==> src/sv/upq_pkg.sv <==
// Shared constants and types for the unsorted array priority queue.
// No dependencies; imported by the core, the checker and the testbench.
package upq_pkg;

  localparam int CAPACITY = 8;
  localparam int DATA_W   = 32;
  localparam int IDX_W    = $clog2(CAPACITY);
  localparam int CNT_W    = $clog2(CAPACITY + 1);
  localparam int OCC_W    = 4;
  localparam int STAT_W   = 2;
  localparam int OUT_W    = DATA_W + STAT_W + OCC_W;
  localparam int M_DATA_W = ((OUT_W + 7) / 8) * 8;
  localparam int PAD_W    = M_DATA_W - OUT_W;

  typedef logic signed [DATA_W-1:0] value_t;

  typedef enum logic {
    OP_INSERT = 1'b0,
    OP_DELETE = 1'b1
  } op_t;

  typedef enum logic [STAT_W-1:0] {
    ST_OK        = 2'd0,
    ST_OVERFLOW  = 2'd1,
    ST_UNDERFLOW = 2'd2
  } status_t;

endpackage

==> src/sv/upq_ram.sv <==
// Simple dual-port entry memory: one write port, one read port, registered read data.
// No dependencies.
module upq_ram #(
  parameter int DEPTH  = 8,
  parameter int WIDTH  = 32,
  parameter int ADDR_W = $clog2(DEPTH)
) (
  input  logic              clk,
  input  logic              wr_en,
  input  logic [ADDR_W-1:0] wr_addr,
  input  logic [WIDTH-1:0]  wr_data,
  input  logic              rd_en,
  input  logic [ADDR_W-1:0] rd_addr,
  output logic [WIDTH-1:0]  rd_data
);

  logic [WIDTH-1:0] mem [DEPTH];

  always_ff @(posedge clk) begin
    if (wr_en) begin
      mem[wr_addr] <= wr_data;
    end
  end

  always_ff @(posedge clk) begin
    if (rd_en) begin
      rd_data <= mem[rd_addr];
    end
  end

endmodule

==> src/sv/unsorted_array_priority_queue_core.sv <==
// Minimum priority queue over an unordered entry memory, one item in flight.
// Depends on upq_pkg and upq_ram.
// An insert or a refused item (overflow, underflow) goes from the idle state to
// the done state, which raises its result once the output is free. A delete on
// a queue of n entries passes through the scan and shift states: the single read
// port of the entry memory is swept once over all n entries to find the minimum
// (lowest position wins ties), then again over the entries above it, each read
// written back one place lower in the next cycle. The next transfer can be taken
// in the cycle the result is raised. The memory needs no clearing after reset.
// The result register lets the next item enter while the previous result waits.
module unsorted_array_priority_queue_core
  import upq_pkg::*;
(
  input  logic                clk,
  input  logic                rst,
  input  logic                s_tvalid,
  output logic                s_tready,
  input  logic [DATA_W-1:0]   s_tdata,   // [31:0] value
  input  logic                s_tuser,   // [0] op
  output logic                m_tvalid,
  input  logic                m_tready,
  output logic [M_DATA_W-1:0] m_tdata    // [31:0] removed_value, [33:32] status,
                                         // [37:34] occupancy, rest zero
);

  typedef enum logic [3:0] {
    S_IDLE  = 4'b0001,
    S_SCAN  = 4'b0010,
    S_SHIFT = 4'b0100,
    S_DONE  = 4'b1000
  } state_t;

  state_t            state;
  logic [CNT_W-1:0]  count;
  logic [CNT_W-1:0]  rd_idx;
  logic [CNT_W-1:0]  rd_pos;
  logic [CNT_W-1:0]  wr_pos;
  logic              rd_vld;
  logic              issue;
  value_t            rd_data;
  value_t            best;
  logic [CNT_W-1:0]  best_pos;
  value_t            res_value;
  status_t           res_status;
  logic              wr_en;
  logic [IDX_W-1:0]  wr_addr;
  value_t            wr_data;
  logic              ins_ok;
  logic              out_free;

  assign s_tready = (state == S_IDLE);
  assign issue    = ((state == S_SCAN) || (state == S_SHIFT)) && (rd_idx < count);
  assign ins_ok   = s_tvalid && s_tready && (op_t'(s_tuser) == OP_INSERT)
                    && (count != CNT_W'(CAPACITY));
  assign out_free = !m_tvalid || m_tready;
  assign wr_pos   = rd_pos - 1'b1;

  always_comb begin
    wr_en   = 1'b0;
    wr_addr = count[IDX_W-1:0];
    wr_data = s_tdata;
    if (ins_ok) begin
      wr_en = 1'b1;
    end else if ((state == S_SHIFT) && rd_vld) begin
      wr_en   = 1'b1;
      wr_addr = wr_pos[IDX_W-1:0];
      wr_data = rd_data;
    end
  end

  upq_ram #(
    .DEPTH (CAPACITY),
    .WIDTH (DATA_W)
  ) u_ram (
    .clk     (clk),
    .wr_en   (wr_en),
    .wr_addr (wr_addr),
    .wr_data (wr_data),
    .rd_en   (issue),
    .rd_addr (rd_idx[IDX_W-1:0]),
    .rd_data (rd_data)
  );

  always_ff @(posedge clk) begin
    if (rst) begin
      state    <= S_IDLE;
      count    <= '0;
      rd_vld   <= 1'b0;
      m_tvalid <= 1'b0;
    end else begin
      rd_vld <= issue;
      if ((state == S_DONE) && out_free) begin
        m_tvalid <= 1'b1;
      end else if (m_tvalid && m_tready) begin
        m_tvalid <= 1'b0;
      end
      unique case (state)
        S_IDLE: begin
          if (s_tvalid) begin
            if (op_t'(s_tuser) == OP_DELETE) begin
              if (count == '0) begin
                state <= S_DONE;
              end else begin
                rd_idx <= '0;
                state  <= S_SCAN;
              end
            end else begin
              if (ins_ok) begin
                count <= count + 1'b1;
              end
              state <= S_DONE;
            end
          end
        end
        S_SCAN: begin
          if (issue) begin
            rd_idx <= rd_idx + 1'b1;
          end
          if (!issue && !rd_vld) begin
            rd_idx <= best_pos + 1'b1;
            state  <= S_SHIFT;
          end
        end
        S_SHIFT: begin
          if (issue) begin
            rd_idx <= rd_idx + 1'b1;
          end
          if (!issue && !rd_vld) begin
            count <= count - 1'b1;
            state <= S_DONE;
          end
        end
        S_DONE: begin
          if (out_free) begin
            state <= S_IDLE;
          end
        end
        default: state <= S_IDLE;
      endcase
    end
  end

  // payload: scan tracking, result fields, output register
  always_ff @(posedge clk) begin
    rd_pos <= rd_idx;
    if ((state == S_SCAN) && rd_vld) begin
      if ((rd_pos == '0) || (rd_data < best)) begin
        best     <= rd_data;
        best_pos <= rd_pos;
      end
    end
    if (state == S_IDLE && s_tvalid) begin
      res_value <= '0;
      if (op_t'(s_tuser) == OP_DELETE) begin
        res_status <= (count == '0) ? ST_UNDERFLOW : ST_OK;
      end else begin
        res_status <= (count == CNT_W'(CAPACITY)) ? ST_OVERFLOW : ST_OK;
      end
    end else if ((state == S_SHIFT) && !issue && !rd_vld) begin
      res_value <= best;
    end
    if ((state == S_DONE) && out_free) begin
      m_tdata <= {{PAD_W{1'b0}}, OCC_W'(count), res_status, res_value};
    end
  end

endmodule

==> config.mk <==
export PLATFORM = sky130hd
export DESIGN_NAME = unsorted_array_priority_queue_core
export DESIGN_NICKNAME = d
export VERILOG_FILES = /design/src/sv/upq_pkg.sv /design/src/sv/upq_ram.sv /design/src/sv/unsorted_array_priority_queue_core.sv
export SDC_FILE = /design/constraint.sdc
export NUM_CORES = 1
export LEC_CHECK = 0
export ABC_AREA = 1
export BUFFER_PORTS_ARGS = -buffer_cell sky130_fd_sc_hd__buf_4
export CAP_MARGIN = 20
export CORE_UTILIZATION = 60
export CTS_BUF_LIST = sky130_fd_sc_hd__clkbuf_2 sky130_fd_sc_hd__clkbuf_4 sky130_fd_sc_hd__clkbuf_8
export DETAILED_ROUTE_END_ITERATION = 16
export PLACE_DENSITY = 0.78
export SLEW_MARGIN = 20
export SYNTH_ARGS = -nofsm -noshare
export SYNTH_HDL_FRONTEND = slang
export SYNTH_SLANG_ARGS = --single-unit
==> constraint.sdc <==
create_clock -name clk -period 7.2 [get_ports clk]
set_input_delay 1.08 -clock clk [delete_from_list [all_inputs] [get_ports clk]]
set_output_delay 1.08 -clock clk [all_outputs]
set_load 0.01 [all_outputs]
-- Word level (Yosys, flattened, before mapping)
Memories as Yosys holds them, arrays and structs flattened. A register that Yosys moved wholly into a read port is not among the register bits.
Cells that the tools add are included.
- register bits after elaboration: 126
- bits in latches: 0
- memory bits (writable): 256
- bits in read-only memories: 0
- memories: 1
- add/sub/neg operators: 5
- multipliers: 0
- div/mod/pow operators: 0
- order comparisons: 2
- equality and inequality tests: 14
- shift operators: 0
- multiplexer cells: 31
- bitwise operators: 2
- reductions and logical operators: 26
- memories (memory ; depth ; bits a word ; rd ports ; clocked after Yosys merged registers in ; wr ports ; line ; RTL):
    u_ram.mem ; 8 ; 32 ; 1 ; 1 ; 1 ; upq_ram.sv:17 ; logic [WIDTH-1:0] mem [DEPTH];
- operators with widths (cell ; number):
    2-to-1 mux 32 bit ; 2
    2-to-1 mux 4 bit ; 15
    less-than comparator 32 bit ; 1
    case mux 4 bit (4 select lines) ; 1
    adder 4 x 1 -> 4 bit (second input constant) ; 3
    case mux 4 bit (3 select lines) ; 1
    logical AND 1 bit ; 11
    AND reduction 5 bit ; 2
    == test 4 bit (second input constant) ; 2
    logical NOT 4 bit ; 2
    inequality test 2 x 1 -> 1 bit (second input constant) ; 4
    inequality test 2 bit (second input constant) ; 4
    case mux 4 bit (2 select lines) ; 1
    2-to-1 mux 1 bit ; 7
    2-to-1 mux 3 bit ; 2
    == test 4 x 1 -> 1 bit (second input constant) ; 1
    == test 4 x 2 -> 1 bit (second input constant) ; 1
    == test 4 x 3 -> 1 bit (second input constant) ; 1
    less-than comparator 4 bit ; 1
    2-to-1 mux 2 bit ; 2
    inequality test 4 bit (second input constant) ; 1
    AND reduction 4 bit ; 1
    nonzero test 2 bit ; 2
    subtractor 4 x 1 -> 4 bit (second input constant) ; 1
    other kinds (6) ; 11

-- Longest topological paths before layout
- word-level depth: 8
- gate-level depth with buffers: 15
- depth with buffers taken out: 15

-- Cells and area by module
A second synthesis with hierarchy kept.
- cell total of the unflattened synthesis: 1757
- area, all modules: 18058.6 um^2
- by module, submodules not included (module ; times used ; cells an instance ; area each (um^2) ; seq. area each (um^2)):
    upq_ram ; 1 ; 1156 ; 12192.9 ; 8648.3
    unsorted_array_priority_queue_core ; 1 ; 601 ; 5865.6 ; 3323.2

-- Worst setup path before layout
OpenSTA, ideal clock, no wires.
- path type: input-to-reg
- start point: in s_tvalid
- end point: mem u_ram.mem[5][0], enable pin
- setup time: 421 ps
- data arrival time: 3048 ps
- data required time: 6779 ps
- setup slack: 3730 ps
- stages: 6
- buffers on the path: 0
- cell sequence: inv_1 -> nor2_2 -> nand3_1 -> nand2_1 -> nand2_1 -> nor2_1
- longest elaborated chain between the ends: 6
- elaborated cells on any way between the ends: 7
- those cells by class: 4 x mux; 3 x reduce/logical
- RTL lines (element ; line ; RTL):
    start: declaration ; unsorted_array_priority_queue_core.sv:16 ; input logic s_tvalid,
    logical AND 1 bit (*) (2 in a row) ; unsorted_array_priority_queue_core.sv:53 ; assign ins_ok = s_tvalid && s_tready && (op_t'(s_tuser) == OP_INSERT)
    logical AND 1 bit (*) ; unsorted_array_priority_queue_core.sv:54 ; && (count != CNT_W'(CAPACITY));
    2-to-1 mux 1 bit ; unsorted_array_priority_queue_core.sv:62 ; if (ins_ok) begin
    2-to-1 mux 1 bit ; upq_ram.sv:20 ; if (wr_en) begin
    2-to-1 mux 1 bit (implied by the code) ; upq_ram.sv:21 ; mem[wr_addr] <= wr_data;
    end: declaration ; upq_ram.sv:17 ;
Every way passes the cells marked *; elsewhere a longest branch is shown, timed or not.

-- Final worst setup path
- start point: reg state[2]
- end point: mem u_ram.mem[1][31], enable pin
- longest elaborated chain between the ends: 7
- elaborated cells on any way between the ends: 12
- those cells by class: 2 x eq/ne; 6 x mux; 4 x reduce/logical
- RTL lines (element ; line ; RTL):
    start: declaration ; unsorted_array_priority_queue_core.sv:33 ; state_t state;
    start signal: assignment ; unsorted_array_priority_queue_core.sv:86 ; state <= S_IDLE;
    start signal: assignment ; unsorted_array_priority_queue_core.sv:102 ; state <= S_DONE;
    start signal: assignment ; unsorted_array_priority_queue_core.sv:105 ; state <= S_SCAN;
    == test 4 x 1 -> 1 bit ; unsorted_array_priority_queue_core.sv:51 ; assign s_tready = (state == S_IDLE);
    logical AND 1 bit (2 in a row) ; unsorted_array_priority_queue_core.sv:53 ;
    logical AND 1 bit ; unsorted_array_priority_queue_core.sv:54 ;
    2-to-1 mux 1 bit ; unsorted_array_priority_queue_core.sv:62 ;
    2-to-1 mux 1 bit ; upq_ram.sv:20 ;
    2-to-1 mux 1 bit (implied by the code) ; upq_ram.sv:21 ;
Parallel ways exist; a longest one is shown, timed or not.

==> metrics.cfg <==
[clock_tree]
cts_buffer_depth=3
cts_tree=built
ctsHoldBuffers=0
cts.repair.resized=0
postCtsSetupBuffers=0
cts-buffers-inserted=61
cts.sinks=414
htreeDepth=2
insertion_delay_ps=620
cts_root_buffer=clkbuf_8
path_clk_slew_ps=60

[hold_path]
min_delay_path_depth=0
hp-class=reg -> reg
hp-start=res_value[20]
hold-path-endpoint=m_tdata[20]

[setup_path]
rrSetupSlack_ps=3540
crit_type=reg -> reg
worstPathRequired_ps=7410
rr_startpoint=state[2]
critical-path-max-stage-delay_ps=940
crit_chain=nand4_4, inv_4, nand2_2, o21ai_1, nand2_1, nor2_4
crit_buf_inv=1
cp-end-kind=flop
slowest_stage=nor2_4
cp.arrival_ps=3870
r2r_cells=6
startpoint_type=flop
cp_top_family=simple AND/OR/NAND/NOR gates
r2r-end=u_ram.mem[1][31]
cp_max_fo=40

[finish]
design_area_sq_mm=0.01885
drive_above_1_share_pct=18.44
syn_to_final_growth_pct=13.08
nNetsFinal=1464
n_antenna_cell=0
n_fill_cell=1839

[die]
die_area_sq_mm=0.02845
core_area_sq_mm=0.02710
die_h_microns=168.7
io-pin-count=79
row_count=60
die_x_microns=168.7
start_util_pct=61.51

[logic_synthesis]
synth-main-ff-cell=edfxtp_1
async_flop_share_pct=0
ys_seq_elements=414
synth_cell_types=38
yosys_warnings=0
avgSynthCellArea_sq_um=12.77
synth_edf_count=368
postSynthCellCount=1305
syn_area_sq_mm=0.01667
yosysSeqAreaShare_pct=71.82

[power_and_ir_drop]
switching_share_pct=23.09
p_leak_nw=6.620
clkPwrFrac_pct=38.9
switching_power_mw=1.178
combPwrFrac_pct=8.2
power_density_mw_per_mm2=270.7
p_int_mw=3.924
p_seq_share_pct=52.9
ir_worst_vdd_mv=0.1479

[sta]
fin_setup_tns_ps=0
max_freq_mhz=272.9
rsz0062_at_grt=false
period_share_pct=50.89
hold_slack_ps=427.8
tightest_slew_ps=1108
max_slew_margin_pct=25.98
final.min_clock_period_ps=3664
drv_slew=0
finalSetupViolations=0
skew_ps=27.80
hold_viol=0
fin_ws_ps=3536

[place]
dpl_cell_area_sq_mm=0.01752
dp_slack_ps=3504
io_buffers=76
place_congestion=0.8306
dp_hpwl_microns=19580

[drt]
antenna_left=0
dr.first_iter.drc_count=1090
routed_via_density=5.643
routed_wl_microns=32820
vias=10210
drtPass1Iterations=6
wire_per_inst_microns=18.14
drc=0

[job]
maxCapViolCount=0

[global_route]
grt_first_pass_wirelength_microns=51960
grt_pass1_vias=10050
overflow=0
antenna_found_initial=0
track_usage_pct=23.55
grt_max_degree=129

[run_status]
status=completed

[registers in the layout, indices dropped and copies added (netlist names)]
signal         flops
res_status         2
best              32
rd_vld             1
state              4
best_pos           4
m_tdata           38
count              4
m_tvalid           1
rd_idx             4
u_ram.rd_data     32
rd_pos             4
res_value         32
u_ram.mem        256
[power by group through the flow]
stage / clock network, mW / logic [mW] / registers (mW)
6_report: 1.98 / 0.419 / 2.70
5_1_grt: 2.11 / 0.466 / 2.70
4_1_cts: 2.01 / 0.416 / 2.70
3_5_place_dp: 0 / 0.414 / 2.75
3_3_place_gp: 0 / 0.399 / 2.75
2_1_floorplan: 0 / 0.279 / 2.75
[synth_stat cells, types with 2 or more instances]
cell,instances,share of area (%)
a21oi_1,49,1.5
a21oi_2,10,0.53
a31oi_1,32,1.2
buf_1,8,0.18
buf_2,18,0.54
buf_4,5,0.23
buf_6,2,0.14
clkbuf_1,33,0.74
dfxtp_1,46,5.5
edfxtp_1,368,66
ha_1,40,3.0
inv_1,64,1.4
inv_2,5,0.11
inv_4,2,0.075
mux2_2,31,2.1
nand2_1,75,1.7
nand2_2,13,0.49
nand3_1,45,1.4
nand4_1,2,0.075
nor2_1,251,5.7
nor3_1,4,0.12
o21ai_0,139,4.2
o21ai_1,7,0.21
o22ai_1,35,1.3
xnor2_1,3,0.16
xor2_1,6,0.32
[worst max path at each step]
stage          slack, ps  cells after the start                to      from
6_report            3540                      6  u_ram.mem[1][31]  state[2]
5_1_grt             3280                      6  u_ram.mem[1][31]  state[2]
4_1_cts             3530                      6   u_ram.mem[1][1]  state[2]
3_5_place_dp        3500                      8  u_ram.mem[6][12]  s_tvalid
3_3_place_gp        3590                      8  u_ram.mem[6][10]  s_tvalid
2_1_floorplan       3730                      6   u_ram.mem[5][0]  s_tvalid
[cell type report]
cell class	instances	area (sq um)	share of cell area (%)
Clock inverter	27	240.2	1.275
Tap cell	372	465.4	2.469
Inverter	71	272.8	1.447
Sequential cell	414	11970	63.52
Clock buffer	87	1079	5.722
Multi-Input combinational cell	754	4185	22.21
Timing Repair Buffer	84	634.4	3.366
[logic make-up after synthesis]
kind of cell,share of synthesized area [%]
other,0.02250
buffers and inverters,3.543
xor gates and xnor gates,0.4729
AOI/OAI and AO/OA,8.993
DFF,71.82
muxes,2.094
and+or+nand+nor,9.931
adders and majority gates,3.123
[cells in the final DEF (no fill, tap or decap), types with 2 or more instances in the layout]
master     Yosys  final
inv_2          5      4
nor2_1       251    241
xor2_1         6      6
o22ai_1       35     35
nand4_1        2      2
o21ai_0      139    139
inv_4          2      2
nand3_1       45     45
o21ai_1        7      7
a21oi_1       49     49
clkbuf_4       0     19
bufinv_16      0      4
clkinv_1       0     10
inv_6          0      2
dfxtp_1       46     46
clkinv_2       0      9
conb_1         1      2
buf_4          5     83
clkbuf_8       0     68
mux2_2        31     31
nand2_1       75     75
ha_1          40     40
nor2_4         0     10
a21oi_2       10     10
clkinv_4       0      2
a31oi_1       32     32
xnor2_1        3      3
nor3_1         4      4
nand2_2       13     13
edfxtp_1     368    368
inv_1         64     64
[through the flow]
stage / cells / util, % / power [mW]
5_1_grt: 1809 / 69.55 / 5.284
3_5_place_dp: 1695 / 64.66 / 3.164
4_1_cts: 1809 / 69.53 / 5.126
2_1_floorplan: 1306 / - / 3.031
3_3_place_gp: 1695 / 64.66 / 3.147
6_report: 1809 / 69.55 / 5.102
[routing by layer]
layer / global-route usage [%] / up-vias / routed length, microns
met5: 0 / - / 0
met4: 8.696 / 0 / 796
met3: 3.718 / 59 / 2186
met2: 38.81 / 402 / 15880
met1: 31.96 / 4894 / 13950
li1: - / 4853 / -
(Power assumes the default switching activity.)
